$ cat src/hdl/dnle_pkg.sv
// Package for the DNS name label encoder.
// Holds the shared constants, the queue command and the result item types.
// Depends on nothing.
`default_nettype none

package dnle_pkg;

  // Largest label the block keeps, and the width of a label count
  localparam int LABEL_MAX_DEF = 62;
  localparam int CNT_W         = 6;

  // Label banks rotate between front and back
  localparam int NBANK  = 4;
  localparam int BANK_W = 2;

  // Queue depths
  localparam int CMD_DEPTH = 2;
  localparam int OUT_DEPTH = 4;

  // Character codes
  localparam logic [7:0] DOT_CHAR = 8'h2E;
  localparam logic [7:0] NUL_CHAR = 8'h00;

  // Flush command handed from front to back
  typedef struct packed {
    logic [BANK_W-1:0] bank;
    logic [CNT_W-1:0]  count;
    logic              ovf;
    logic              eon;
  } cmd_t;

  // One wire byte with its flags
  typedef struct packed {
    logic [7:0] data;
    logic       is_length;
    logic       name_done;
    logic       truncated;
    logic       last;
  } out_t;

endpackage

`default_nettype wire

$ cat src/hdl/dns_name_label_encoder.sv
// DNS name label encoder: takes a dotted host name one character per item and
// emits DNS wire format. A plain character is accepted every cycle. A dot or
// end item queues a flush command (up to two wait; a dot after an empty label
// queues none); the back end then takes the command, emits the length byte,
// reads each stored character through the single memory read port and, for
// an end item, emits the zero byte, holding while the output buffer lacks room.
// Characters past LABEL_MAX are dropped and the label flagged.
// Uses dnle_pkg, dnle_fifo, dnle_label_ram, dnle_front and dnle_back.
`default_nettype none

module dns_name_label_encoder #(
  parameter int LABEL_MAX = dnle_pkg::LABEL_MAX_DEF
) (
  input  wire logic       clk,
  input  wire logic       rst_n,
  input  wire logic       in_valid,
  output logic            in_stall,
  input  wire logic [7:0] in_ch,
  input  wire logic       in_end_of_name,
  output logic            out_valid,
  input  wire logic       out_stall,
  output logic [7:0]      out_byte,
  output logic            out_is_length,
  output logic            out_name_done,
  output logic            out_truncated,
  output logic            out_last_of_run
);

  import dnle_pkg::*;

  localparam int RAM_DEPTH = NBANK * LABEL_MAX;
  localparam int AW        = $clog2(RAM_DEPTH);
  localparam int CMD_W     = $bits(cmd_t);
  localparam int OUT_W     = $bits(out_t);
  localparam int CCW       = $clog2(CMD_DEPTH + 1);
  localparam int OCW       = $clog2(OUT_DEPTH + 1);

  cmd_t           f_cmd, q_cmd;
  logic [CMD_W-1:0] q_cmd_vec;
  logic           cmd_push, cmd_pop, cmd_empty, cmd_full;
  logic [CCW-1:0] cmd_count;
  logic           wr_en, rd_en;
  logic [AW-1:0]  wr_addr, rd_addr;
  logic [7:0]     wr_data, rd_data;
  out_t           b_item, o_item;
  logic [OUT_W-1:0] o_item_vec;
  logic           out_push, out_empty, out_full;
  logic [OCW-1:0] out_count;

  dnle_front #(.LABEL_MAX(LABEL_MAX), .AW(AW)) u_front (
    .clk            (clk),
    .rst_n          (rst_n),
    .in_valid       (in_valid),
    .in_stall       (in_stall),
    .in_ch          (in_ch),
    .in_end_of_name (in_end_of_name),
    .cmd_push       (cmd_push),
    .cmd_data       (f_cmd),
    .cmd_full       (cmd_full),
    .wr_en          (wr_en),
    .wr_addr        (wr_addr),
    .wr_data        (wr_data)
  );

  dnle_label_ram #(.DEPTH(RAM_DEPTH), .AW(AW)) u_ram (
    .clk     (clk),
    .wr_en   (wr_en),
    .wr_addr (wr_addr),
    .wr_data (wr_data),
    .rd_en   (rd_en),
    .rd_addr (rd_addr),
    .rd_data (rd_data)
  );

  // Flush command queue
  dnle_fifo #(.W(CMD_W), .DEPTH(CMD_DEPTH)) u_cmd_q (
    .clk       (clk),
    .rst_n     (rst_n),
    .push      (cmd_push),
    .push_data (f_cmd),
    .pop       (cmd_pop),
    .pop_data  (q_cmd_vec),
    .empty     (cmd_empty),
    .full      (cmd_full),
    .count     (cmd_count)
  );

  assign q_cmd = cmd_t'(q_cmd_vec);

  dnle_back #(.LABEL_MAX(LABEL_MAX), .AW(AW), .OCW(OCW)) u_back (
    .clk       (clk),
    .rst_n     (rst_n),
    .cmd_valid (!cmd_empty),
    .cmd_data  (q_cmd),
    .cmd_pop   (cmd_pop),
    .rd_en     (rd_en),
    .rd_addr   (rd_addr),
    .rd_data   (rd_data),
    .out_count (out_count),
    .out_push  (out_push),
    .out_item  (b_item)
  );

  // Output buffer parts the back end from the result side
  dnle_fifo #(.W(OUT_W), .DEPTH(OUT_DEPTH)) u_out_q (
    .clk       (clk),
    .rst_n     (rst_n),
    .push      (out_push),
    .push_data (b_item),
    .pop       (!out_stall),
    .pop_data  (o_item_vec),
    .empty     (out_empty),
    .full      (out_full),
    .count     (out_count)
  );

  assign o_item          = out_t'(o_item_vec);
  assign out_valid       = !out_empty;
  assign out_byte        = o_item.data;
  assign out_is_length   = o_item.is_length;
  assign out_name_done   = o_item.name_done;
  assign out_truncated   = o_item.truncated;
  assign out_last_of_run = o_item.last;

  // Back end never overruns the output buffer
  a_out_room: assert property (@(posedge clk) disable iff (!rst_n)
    out_push |-> !out_full)
    else $error("output buffer overrun");

  // Front end never pushes into a full command queue
  a_cmd_room: assert property (@(posedge clk) disable iff (!rst_n)
    cmd_push |-> (cmd_count != CCW'(CMD_DEPTH)))
    else $error("command queue overrun");

  // The zero byte closes the run and is no length byte
  a_done_last: assert property (@(posedge clk) disable iff (!rst_n)
    (out_valid && out_name_done) |-> (out_last_of_run && !out_is_length))
    else $error("name end without end of run");

  // A length byte is never zero
  a_len_nz: assert property (@(posedge clk) disable iff (!rst_n)
    (out_valid && out_is_length) |-> (out_byte != 8'h00))
    else $error("zero label length");

endmodule

`default_nettype wire

$ cat src/hdl/dnle_fifo.sv
// Small register FIFO used for the command queue and the output buffer.
// Generic width and depth; no package dependency.
`default_nettype none

module dnle_fifo #(
  parameter int W     = 8,
  parameter int DEPTH = 2,
  parameter int PW    = (DEPTH > 1) ? $clog2(DEPTH) : 1,
  parameter int CW    = $clog2(DEPTH + 1)
) (
  input  wire logic          clk,
  input  wire logic          rst_n,
  input  wire logic          push,
  input  wire logic [W-1:0]  push_data,
  input  wire logic          pop,
  output logic [W-1:0]       pop_data,
  output logic               empty,
  output logic               full,
  output logic [CW-1:0]      count
);

  logic [W-1:0]  mem_r [DEPTH];
  logic [PW-1:0] wr_ptr_r, wr_ptr_nxt;
  logic [PW-1:0] rd_ptr_r, rd_ptr_nxt;
  logic [CW-1:0] cnt_r, cnt_nxt;
  logic          do_push, do_pop;

  assign empty    = (cnt_r == '0);
  assign full     = (cnt_r == CW'(DEPTH));
  assign count    = cnt_r;
  assign pop_data = mem_r[rd_ptr_r];
  assign do_push  = push && !full;
  assign do_pop   = pop && !empty;

  // Pointer and count update
  always_comb begin
    wr_ptr_nxt = wr_ptr_r;
    rd_ptr_nxt = rd_ptr_r;
    cnt_nxt    = cnt_r;
    if (do_push) begin
      wr_ptr_nxt = (wr_ptr_r == PW'(DEPTH - 1)) ? '0 : PW'(wr_ptr_r + 1'b1);
    end
    if (do_pop) begin
      rd_ptr_nxt = (rd_ptr_r == PW'(DEPTH - 1)) ? '0 : PW'(rd_ptr_r + 1'b1);
    end
    if (do_push && !do_pop) begin
      cnt_nxt = CW'(cnt_r + 1'b1);
    end else if (do_pop && !do_push) begin
      cnt_nxt = CW'(cnt_r - 1'b1);
    end
  end

  always_ff @(posedge clk) begin
    if (!rst_n) begin
      wr_ptr_r <= '0;
      rd_ptr_r <= '0;
      cnt_r    <= '0;
    end else begin
      wr_ptr_r <= wr_ptr_nxt;
      rd_ptr_r <= rd_ptr_nxt;
      cnt_r    <= cnt_nxt;
    end
  end

  // Storage, no reset
  always_ff @(posedge clk) begin
    if (do_push) begin
      mem_r[wr_ptr_r] <= push_data;
    end
  end

endmodule

`default_nettype wire

$ cat src/hdl/dnle_label_ram.sv
// Label character memory: one write port, one registered read port.
// Generic depth; no package dependency.
`default_nettype none

module dnle_label_ram #(
  parameter int DEPTH = 248,
  parameter int AW    = $clog2(DEPTH)
) (
  input  wire logic          clk,
  input  wire logic          wr_en,
  input  wire logic [AW-1:0] wr_addr,
  input  wire logic [7:0]    wr_data,
  input  wire logic          rd_en,
  input  wire logic [AW-1:0] rd_addr,
  output logic [7:0]         rd_data
);

  logic [7:0] mem [DEPTH];
  logic [7:0] rd_data_r;

  assign rd_data = rd_data_r;

  always_ff @(posedge clk) begin
    if (wr_en) begin
      mem[wr_addr] <= wr_data;
    end
  end

  always_ff @(posedge clk) begin
    if (rd_en) begin
      rd_data_r <= mem[rd_addr];
    end
  end

endmodule

`default_nettype wire

$ cat src/hdl/dnle_front.sv
// Front end: accepts characters, stores them in the current bank, queues a
// flush command on an end item or a dot ending a non-empty label. Uses dnle_pkg.
`default_nettype none

module dnle_front #(
  parameter int LABEL_MAX = dnle_pkg::LABEL_MAX_DEF,
  parameter int AW        = 8
) (
  input  wire logic              clk,
  input  wire logic              rst_n,
  input  wire logic              in_valid,
  output logic                   in_stall,
  input  wire logic [7:0]        in_ch,
  input  wire logic              in_end_of_name,
  output logic                   cmd_push,
  output dnle_pkg::cmd_t         cmd_data,
  input  wire logic              cmd_full,
  output logic                   wr_en,
  output logic [AW-1:0]          wr_addr,
  output logic [7:0]             wr_data
);

  import dnle_pkg::*;

  logic [CNT_W-1:0]  count_r, count_nxt;
  logic              ovf_r, ovf_nxt;
  logic [BANK_W-1:0] bank_r, bank_nxt;
  logic              is_flush;
  logic              accept;

  // Dot and end items flush; only they need room in the queue
  assign is_flush = in_end_of_name || (in_ch == DOT_CHAR);
  assign in_stall = is_flush && cmd_full;
  assign accept   = in_valid && !in_stall;

  assign wr_data  = in_ch;
  assign wr_addr  = AW'(AW'(bank_r) * AW'(LABEL_MAX) + AW'(count_r));

  always_comb begin
    count_nxt = count_r;
    ovf_nxt   = ovf_r;
    bank_nxt  = bank_r;
    cmd_push  = 1'b0;
    wr_en     = 1'b0;
    cmd_data  = '{bank: bank_r, count: count_r, ovf: ovf_r, eon: in_end_of_name};
    if (accept) begin
      if (is_flush) begin
        // empty label with no end item has nothing to emit
        cmd_push  = (count_r != '0) || in_end_of_name;
        count_nxt = '0;
        ovf_nxt   = 1'b0;
        if (count_r != '0) begin
          bank_nxt = BANK_W'(bank_r + 1'b1);
        end
      end else if (count_r < CNT_W'(LABEL_MAX)) begin
        wr_en     = 1'b1;
        count_nxt = CNT_W'(count_r + 1'b1);
      end else begin
        ovf_nxt = 1'b1;
      end
    end
  end

  always_ff @(posedge clk) begin
    if (!rst_n) begin
      count_r <= '0;
      ovf_r   <= 1'b0;
      bank_r  <= '0;
    end else begin
      count_r <= count_nxt;
      ovf_r   <= ovf_nxt;
      bank_r  <= bank_nxt;
    end
  end

endmodule

`default_nettype wire

$ cat src/hdl/dnle_back.sv
// Back end: takes flush commands and emits length, characters and, for an
// end item, the terminating zero into the output buffer. Uses dnle_pkg.
`default_nettype none

module dnle_back #(
  parameter int LABEL_MAX = dnle_pkg::LABEL_MAX_DEF,
  parameter int AW        = 8,
  parameter int OCW       = $clog2(dnle_pkg::OUT_DEPTH + 1)
) (
  input  wire logic           clk,
  input  wire logic           rst_n,
  input  wire logic           cmd_valid,
  input  dnle_pkg::cmd_t      cmd_data,
  output logic                cmd_pop,
  output logic                rd_en,
  output logic [AW-1:0]       rd_addr,
  input  wire logic [7:0]     rd_data,
  input  wire logic [OCW-1:0] out_count,
  output logic                out_push,
  output dnle_pkg::out_t      out_item
);

  import dnle_pkg::*;

  typedef enum logic [1:0] {ST_IDLE, ST_LEN, ST_CHARS, ST_ZERO} state_t;

  // Token held in a register while the memory read completes
  typedef struct packed {
    out_t item;
    logic is_char;
  } tok_t;

  state_t           state_r, state_nxt;
  cmd_t             cmd_r, cmd_nxt;
  logic [CNT_W-1:0] idx_r, idx_nxt;
  tok_t             tok_r, tok_nxt;
  logic             tok_v_r, tok_v_nxt;
  logic [OCW:0]     used;
  logic             can_issue;
  logic             last_char;

  // Room check counts the token in flight
  assign used      = (OCW + 1)'(out_count) + (OCW + 1)'(tok_v_r);
  assign can_issue = used < (OCW + 1)'(OUT_DEPTH);
  assign last_char = (CNT_W'(idx_r + 1'b1) == cmd_r.count);
  assign rd_addr   = AW'(AW'(cmd_r.bank) * AW'(LABEL_MAX) + AW'(idx_r));

  // Sequencer
  always_comb begin
    state_nxt = state_r;
    cmd_nxt   = cmd_r;
    idx_nxt   = idx_r;
    tok_v_nxt = 1'b0;
    tok_nxt   = '{item: '{data: NUL_CHAR, is_length: 1'b0, name_done: 1'b0,
                          truncated: cmd_r.ovf, last: 1'b0},
                  is_char: 1'b0};
    cmd_pop   = 1'b0;
    rd_en     = 1'b0;
    case (state_r)
      ST_IDLE: begin
        if (cmd_valid) begin
          cmd_pop = 1'b1;
          cmd_nxt = cmd_data;
          idx_nxt = '0;
          if (cmd_data.count != '0) begin
            state_nxt = ST_LEN;
          end else if (cmd_data.eon) begin
            state_nxt = ST_ZERO;
          end
        end
      end
      ST_LEN: begin
        if (can_issue) begin
          tok_v_nxt              = 1'b1;
          tok_nxt.item.data      = 8'(cmd_r.count);
          tok_nxt.item.is_length = 1'b1;
          state_nxt              = ST_CHARS;
        end
      end
      ST_CHARS: begin
        if (can_issue) begin
          tok_v_nxt         = 1'b1;
          rd_en             = 1'b1;
          tok_nxt.is_char   = 1'b1;
          tok_nxt.item.last = last_char && !cmd_r.eon;
          idx_nxt           = CNT_W'(idx_r + 1'b1);
          if (last_char) begin
            state_nxt = cmd_r.eon ? ST_ZERO : ST_IDLE;
          end
        end
      end
      ST_ZERO: begin
        if (can_issue) begin
          tok_v_nxt              = 1'b1;
          tok_nxt.item.name_done = 1'b1;
          tok_nxt.item.truncated = 1'b0;
          tok_nxt.item.last      = 1'b1;
          state_nxt              = ST_IDLE;
        end
      end
      default: begin
        state_nxt = ST_IDLE;
      end
    endcase
  end

  always_ff @(posedge clk) begin
    if (!rst_n) begin
      state_r <= ST_IDLE;
      tok_v_r <= 1'b0;
    end else begin
      state_r <= state_nxt;
      tok_v_r <= tok_v_nxt;
    end
    cmd_r <= cmd_nxt;
    idx_r <= idx_nxt;
    tok_r <= tok_nxt;
  end

  // Merge memory data into character tokens
  always_comb begin
    out_push = tok_v_r;
    out_item = tok_r.item;
    if (tok_r.is_char) begin
      out_item.data = rd_data;
    end
  end

endmodule

`default_nettype wire
$ cat config.mk
export PLATFORM = sky130hd
export DESIGN_NAME = dns_name_label_encoder
export DESIGN_NICKNAME = d
export VERILOG_FILES = /design/src/hdl/dnle_pkg.sv /design/src/hdl/dns_name_label_encoder.sv /design/src/hdl/dnle_fifo.sv /design/src/hdl/dnle_label_ram.sv /design/src/hdl/dnle_front.sv /design/src/hdl/dnle_back.sv
export SDC_FILE = /design/constraint.sdc
export NUM_CORES = 2
export LEC_CHECK = 0
export BUFFER_PORTS_ARGS = -buffer_cell sky130_fd_sc_hd__buf_2
export CAP_MARGIN = 20
export CELL_PAD_IN_SITES_DETAIL_PLACEMENT = 1
export CELL_PAD_IN_SITES_GLOBAL_PLACEMENT = 1
export CORE_MARGIN = 1.5
export CORE_UTILIZATION = 40
export DETAILED_ROUTE_END_ITERATION = 8
export PLACE_DENSITY_LB_ADDON = 0.1
export SYNTH_ARGS = -nofsm -noshare
export SYNTH_HDL_FRONTEND = slang
export SYNTH_SLANG_ARGS = --single-unit
$ cat constraint.sdc
create_clock -name clk -period 8.6 [get_ports clk]
set_input_delay 1.29 -clock clk [delete_from_list [all_inputs] [get_ports clk]]
set_output_delay 1.29 -clock clk [all_outputs]
set_load 0.05 [all_outputs]
# == Yosys cells after proc, flatten, opt, wreduce, memory -nomap -nowiden ==
# Memory sizes are Yosys's and may differ from the RTL's. A register that Yosys moved wholly into a read port is not among the register bits.
# Index checks and enable logic that the tools add are counted.
# word_totals
regBits,52
ramBits,2052
in_bits,13
out_inout_bits,14
elab_cells,152
memories,3
# op_classes
n_addsub,14
n_mul,2
n_lt_le_gt_ge,2
n_eq_ne,16
n_mux,49
bitwise,1
reduce_logical,42
# memory_table
memory,words,width,read_ports,rd_clocked_by_memory_dff,write_ports,line_no,rtl
u_ram.mem,248,8,1,1,1,dnle_label_ram.sv:18,logic [7:0] mem [DEPTH];
u_out_q.mem_r,4,12,1,1,1,dnle_fifo.sv:22,logic [W-1:0] mem_r [DEPTH];
u_cmd_q.mem_r,2,10,1,1,1,dnle_fifo.sv:22,
# op_table
operator,n
two-way mux 2 bit,15
two-way mux 6 bit,4
two-way mux 1 bit,23
adder 8 x 6 -> 8 bit,2
multiplier 2 x 5 -> 7 bit (second input constant),2
adder 6 x 1 -> 6 bit (second input constant),2
one-hot mux 6 bit (2 select lines),1
nonzero test 6 bit,2
logical AND 1 bit,11
logical NOT 1 bit,11
equality test 2 bit (second input constant),5
inequality test 2 x 1 -> 1 bit (second input constant),5
AND reduction 2 bit,5
two-way mux 3 bit,3
adder 2 x 1 -> 2 bit (second input constant),4
equality test 8 x 6 -> 1 bit (second input constant),1
two-way mux 8 bit,1
one-hot mux 2 bit (4 select lines),1
nonzero test 2 bit,4
equality test 6 bit,1
< comparator 6 bit (second input constant),1
AND reduction 3 bit,2
AND reduction 6 bit,1
adder 3 x 1 -> 4 bit,1
other kinds (15),18

# == Depth between registers and ports, before layout ==
# depth
ltp_word,11
depth_mapped,15
depth_no_buf,11

# == Modules after synthesis ==
# A second synthesis with hierarchy kept.
# hier_totals
hier_cells,4046
hier_area_um2,83151.0
# by_module_without_submodules
module,instances,cells_each,area_per_inst_um2,seq_area_each_um2
dnle_label_ram,1,3623,77490.6,59817.4
dnle_fifo (u_out_q),1,113,2234.6,1621.6
dnle_back,1,134,1534.0,760.7
dnle_fifo (u_cmd_q),1,57,945.9,700.7
dnle_front,1,116,934.6,180.2
dns_name_label_encoder,1,3,11.3,0.0

# == Worst setup path after synthesis ==
# OpenSTA, ideal clock, no wires.
# synth_path
kind,in2out
start,input port in_ch[4]
end,output port in_stall
arrival_ps,2413
required_time_ps,7310
path_slack_ps,4897
stages,3
n_path_buf,0
path_cell_list,nor4b_1 > a21oi_1 > nor2_1
# synth_via
elab_chain_len,3
# synth_rtl
element,line_no,rtl
from (decl),dns_name_label_encoder.sv:18,"input wire logic [7:0] in_ch,"
equality test 8 x 6 -> 1 bit,dnle_front.sv:32,assign is_flush = in_end_of_name || (in_ch == DOT_CHAR);
logical OR 1 bit,dnle_front.sv:32,
logical AND 1 bit,dnle_front.sv:33,assign in_stall = is_flush && cmd_full;
to (decl),dns_name_label_encoder.sv:17,"output logic in_stall,"
# No other way between the ends.

# == Worst setup path after layout ==
# layout_path
start,input port in_ch[1]
end,memory u_ram.mem[178][6] (enable)
# layout_via
elab_chain_len,8
word_cells_on_any_way,9
cone_classes,1 x eq/ne; 4 x mux; 4 x reduce/logical
# layout_rtl
element,line_no,rtl
equality test 8 x 6 -> 1 bit *,dnle_front.sv:32,
logical OR 1 bit *,dnle_front.sv:32,
logical AND 1 bit,dnle_front.sv:33,
logical NOT 1 bit,dnle_front.sv:34,assign accept = in_valid && !in_stall;
logical AND 1 bit,dnle_front.sv:34,
two-way mux 1 bit *,dnle_front.sv:46,if (accept) begin
two-way mux 1 bit *,dnle_label_ram.sv:24,if (wr_en) begin
two-way mux 1 bit (implied by the code) *,dnle_label_ram.sv:25,mem[wr_addr] <= wr_data;
to (decl),dnle_label_ram.sv:18,
# Mark *: on every way between the ends. The rest lies on a longest branch, timed or not.

==> metrics.json <==
{
  "drt-total-wl_um": 231000,
  "outcome": "completed",
  "antenna_found_initial": 20,
  "yosysUniqueCellTypes": 67,
  "cts_repair_resize_count": 0,
  "period_share": 0.604,
  "setup_tns_ns": 0,
  "synth-seq-cells": 2113,
  "synth-async-reset-ratio": 0,
  "cts_tree": "built",
  "mappedNetlistArea_um2": 82900,
  "hold_buffers": 0,
  "grt_pass1_vias": 41378,
  "worstSetupStartpointType": "input pin",
  "track_usage": 0.222,
  "synthesis.yosys.warnings": 0,
  "worst_path_most_repeated_cell": "buf_4",
  "startpoint": "in_ch[1]",
  "top_level_ports": 27,
  "fin_total_pwr_mw": 35.8,
  "remaining_drc_errors": 0,
  "intPower_mw": 22.8,
  "number_of_buffers_created_by_cts": 219,
  "crit_type": "in2reg",
  "synth_flop_cell": "edfxtp_1",
  "worst_path_max_delay_cell": "nor3_1",
  "synth_seq_area_share": 0.761,
  "clock_power_share": 0.265,
  "drt_iter0_drc": 3907,
  "worstPathCellList": "clkbuf_8 -> and4b_1 -> a21oi_1 -> buf_4 -> nand3_1 -> nor3_1 -> nand3_2 -> buf_4 -> nor2_1",
  "grt_start_max_net_pins": 170,
  "worst-endpoint-arrival_ns": 5.68,
  "clock_latency_ns": 0.87,
  "final_core_utilization": 0.455,
  "detail_route.vias_per_cell": 5.75,
  "upper_clock_frequency_limit_ghz": 0.193,
  "post_synth_inst_count": 3855,
  "source_of_the_worst_register_to_register_timing_path": "u_back.cmd_r[8]$_DFFE_PP_",
  "gp_congestion": 0.775,
  "data_required_critical_path_ns": 9.09,
  "finalSetupViolCount": 0,
  "worst_relative_slew_slack": 0.214,
  "cts-root-buf": "clkbuf_16",
  "chipHeight_um": 458,
  "comb_power_share": 0.409,
  "drtAntennaViolNets": 0,
  "power.density_nw_per_um2": 384,
  "power.switching_fraction": 0.364,
  "syn_to_final_growth_pct": 12.7,
  "critical-path-max-stage-delay_ns": 0.83,
  "setup_crit_end_kind": "register",
  "row_count": 166,
  "detailedRoute.firstPassIterationCount": 7,
  "timing.final.hold_violations": 0,
  "initial_core_util": 0.404,
  "sequential_group_share_of_total_power": 0.325,
  "critical_path.max_fanout": 59,
  "power.net_switching_mw": 13.1,
  "post_synth_edffs": 2076,
  "grt_overflow": 0,
  "worst-slew-pin-transition_ns": 1.17,
  "leakagePower_nw": 28.8,
  "fin_crit_ns": 5.19,
  "maxCapViolCount": 0,
  "port_buffers": 26,
  "final_nets": 4011,
  "synth_nets": 3899,
  "reg2reg_to": "u_ram.rd_data[6]$_DFFE_PP_",
  "cts.clk_slew.worst_paths_ns": 0.06,
  "main_area_contributors_after_synthesis": "edfxtp_1 (75%), mux4_2 (16%), nor2_1 (1.3%), dfxtp_1 (0.89%), nand2_1 (0.65%)",
  "setup_repair_after_global_routing_missed_its_margin": "false",
  "cts-root-to-sink-buffers": 3,
  "drive_gt1_frac": 0.261,
  "post_route_skew_ns": 0.0326,
  "avgSynthCellArea_um2": 21.5,
  "die-area_um2": 210000,
  "synth_largest_area_cell": "edfxtp_1",
  "floorplan.die.width_um": 458,
  "dpl.hpwl_um": 137000,
  "postCtsSetupRepairBufs": 0,
  "worstRegToRegCells": 12,
  "fp.coreArea_um2": 205000,
  "critical_path.endpoint": "u_ram.mem[178][6]$_DFFE_PP_",
  "routedWlPerCell_um": 33.7,
  "worst_ir_drop_vdd_uv": 645,
  "numClockSinks": 2113,
  "cts_max_level": 4,
  "via_count": 39386,
  "worst-r2r-setup-slack_ns": 3.72,
  "synth_top_area_share": 0.752,
  "worstHoldPathType": "reg2reg",
  "grt_first_pass_wirelength_um": 330000,
  "maxSlewViolCount": 0
}
==> worst max-delay path: cells and delay by family <==
family	cells	cell delay [ns]
AO/OA/AOI/OAI	1	0.50
AND/OR/NAND/NOR	5	2.73
buffers and inverters	3	1.01
==> cells by family after synthesis <==
group,share of synthesized area
buffers and inverters,0.0164
xor gates and xnor gates,0.00269
and+or+nand+nor,0.0316
DFF,0.761
adders and majority gates,0.00495
muxes,0.169
AOI/OAI and AO/OA,0.0146
==> cells in the mapped netlist (4+ instances only) <==
cell	count
edfxtp_1	2076
mux4_2	590
nor2_1	278
nand2_1	144
clkbuf_1	85
buf_2	61
o21ai_0	42
buf_4	39
a21oi_1	38
inv_1	38
nand3_1	38
dfxtp_1	37
mux2_2	34
mux2i_1	33
and2_1	30
ha_1	28
buf_6	22
nor2b_1	20
nor3_1	16
o2111ai_1	16
nand4_1	14
and3_1	13
buf_1	12
xnor2_1	12
a221oi_1	9
nand3b_1	9
xor2_1	9
a31oi_1	8
a41oi_1	8
a22oi_1	7
nor4_1	7
nand2b_1	6
o211ai_1	6
a2111oi_0	5
a211oi_1	5
or3b_2	5
a21boi_0	4
a311oi_1	4
or3_1	4
==> power by group through the flow <==
stage,registers (mW),logic [mW],clock network [mW]
global placement,11.9,14.8,0
CTS,11.7,14.9,9.71
finish,11.7,14.7,9.52
floorplan,11.8,9.43,0
global route,11.7,15.4,10.0
detailed placement,11.9,14.8,0
==> registers in the layout, indices dropped and copies added (netlist names), named ones only <==
signal	flops
u_back.out_push	1
u_back.out_item	4
u_back.state_r	2
u_back.cmd_r	10
u_out_q.mem_r	48
u_cmd_q.count	2
u_cmd_q.rd_ptr_r	1
u_cmd_q.wr_ptr_r	1
u_front.bank_r	2
u_out_q.rd_ptr_r	2
u_cmd_q.mem_r	20
u_back.tok_r	7
u_front.ovf_r	1
u_ram.mem	1984
u_back.idx_r	6
u_front.count_r	6
u_out_q.wr_ptr_r	2
u_ram.rd_data	8
u_out_q.count	3
==> placed cells by master, fill, tap and decap left out, types with 14 or more instances in the layout <==
cell | synthesis | routed
clkinv_1 | 0 | 51
clkinv_2 | 0 | 42
mux4_2 | 590 | 590
bufinv_16 | 0 | 23
ha_1 | 28 | 27
buf_2 | 61 | 19
mux2i_1 | 33 | 33
nor2_1 | 278 | 275
inv_1 | 38 | 38
nand2_1 | 144 | 131
nor3_1 | 16 | 16
nand3_1 | 38 | 34
buf_12 | 0 | 14
o21ai_0 | 42 | 42
o2111ai_1 | 16 | 16
clkbuf_16 | 0 | 220
clkbuf_1 | 85 | 48
a21oi_1 | 38 | 37
dfxtp_1 | 37 | 37
mux2_2 | 34 | 34
and2_1 | 30 | 30
edfxtp_1 | 2076 | 2076
nor2b_1 | 20 | 20
buf_4 | 39 | 62
nand4_1 | 14 | 14
==> metrics by stage <==
stage,hold slack [ns],instance area [um2],worst slack [ns],std cells
floorplan,0.425,82900,4.90,3855
global placement,0.452,86200,2.79,6426
detailed placement,0.476,86300,2.64,6431
finish,0.486,93500,3.41,6849
CTS,0.490,93400,3.49,6842
global route,0.503,93400,3.26,6846
==> how the worst min path moves through the flow <==
stage                                        startpoint                            end  cells past startpoint
after floorplan              u_front.ovf_r$_SDFFE_PN0P_  u_cmd_q.mem_r[0][1]$_DFFE_PP_                      0
after global placement    u_back.out_item[3]$_SDFF_PN0_  u_out_q.mem_r[2][3]$_DFFE_PP_                      0
after detailed placement     u_back.out_item[0]$_DFF_P_  u_out_q.mem_r[3][0]$_DFFE_PP_                      0
after CTS                    u_back.out_item[0]$_DFF_P_  u_out_q.mem_r[3][0]$_DFFE_PP_                      0
after global routing      u_back.out_item[2]$_SDFF_PN0_  u_out_q.mem_r[0][2]$_DFFE_PP_                      0
final                     u_back.out_item[3]$_SDFF_PN0_  u_out_q.mem_r[2][3]$_DFFE_PP_                      0
==> cell type report <==
type	instances	area (um2)
timing repair buffer	110	1030
clock buffer	270	5710
antenna	4	10.0
sequential	2113	63100
clock inverter	141	1450
tap	2688	3360
multi-input combinational	1484	18700
inverter	39	146
fill	18420	112000
==> layer usage <==
metal | wire, um | track usage | vias to the layer above
met5 | 13 | 0 | -
met4 | 4470 | 0.0510 | 2
met3 | 12800 | 0.0337 | 264
met2 | 111000 | 0.354 | 1144
met1 | 103000 | 0.324 | 21727
li1 | - | - | 16249
No activity file was read; power rests on OpenSTA's default activity.
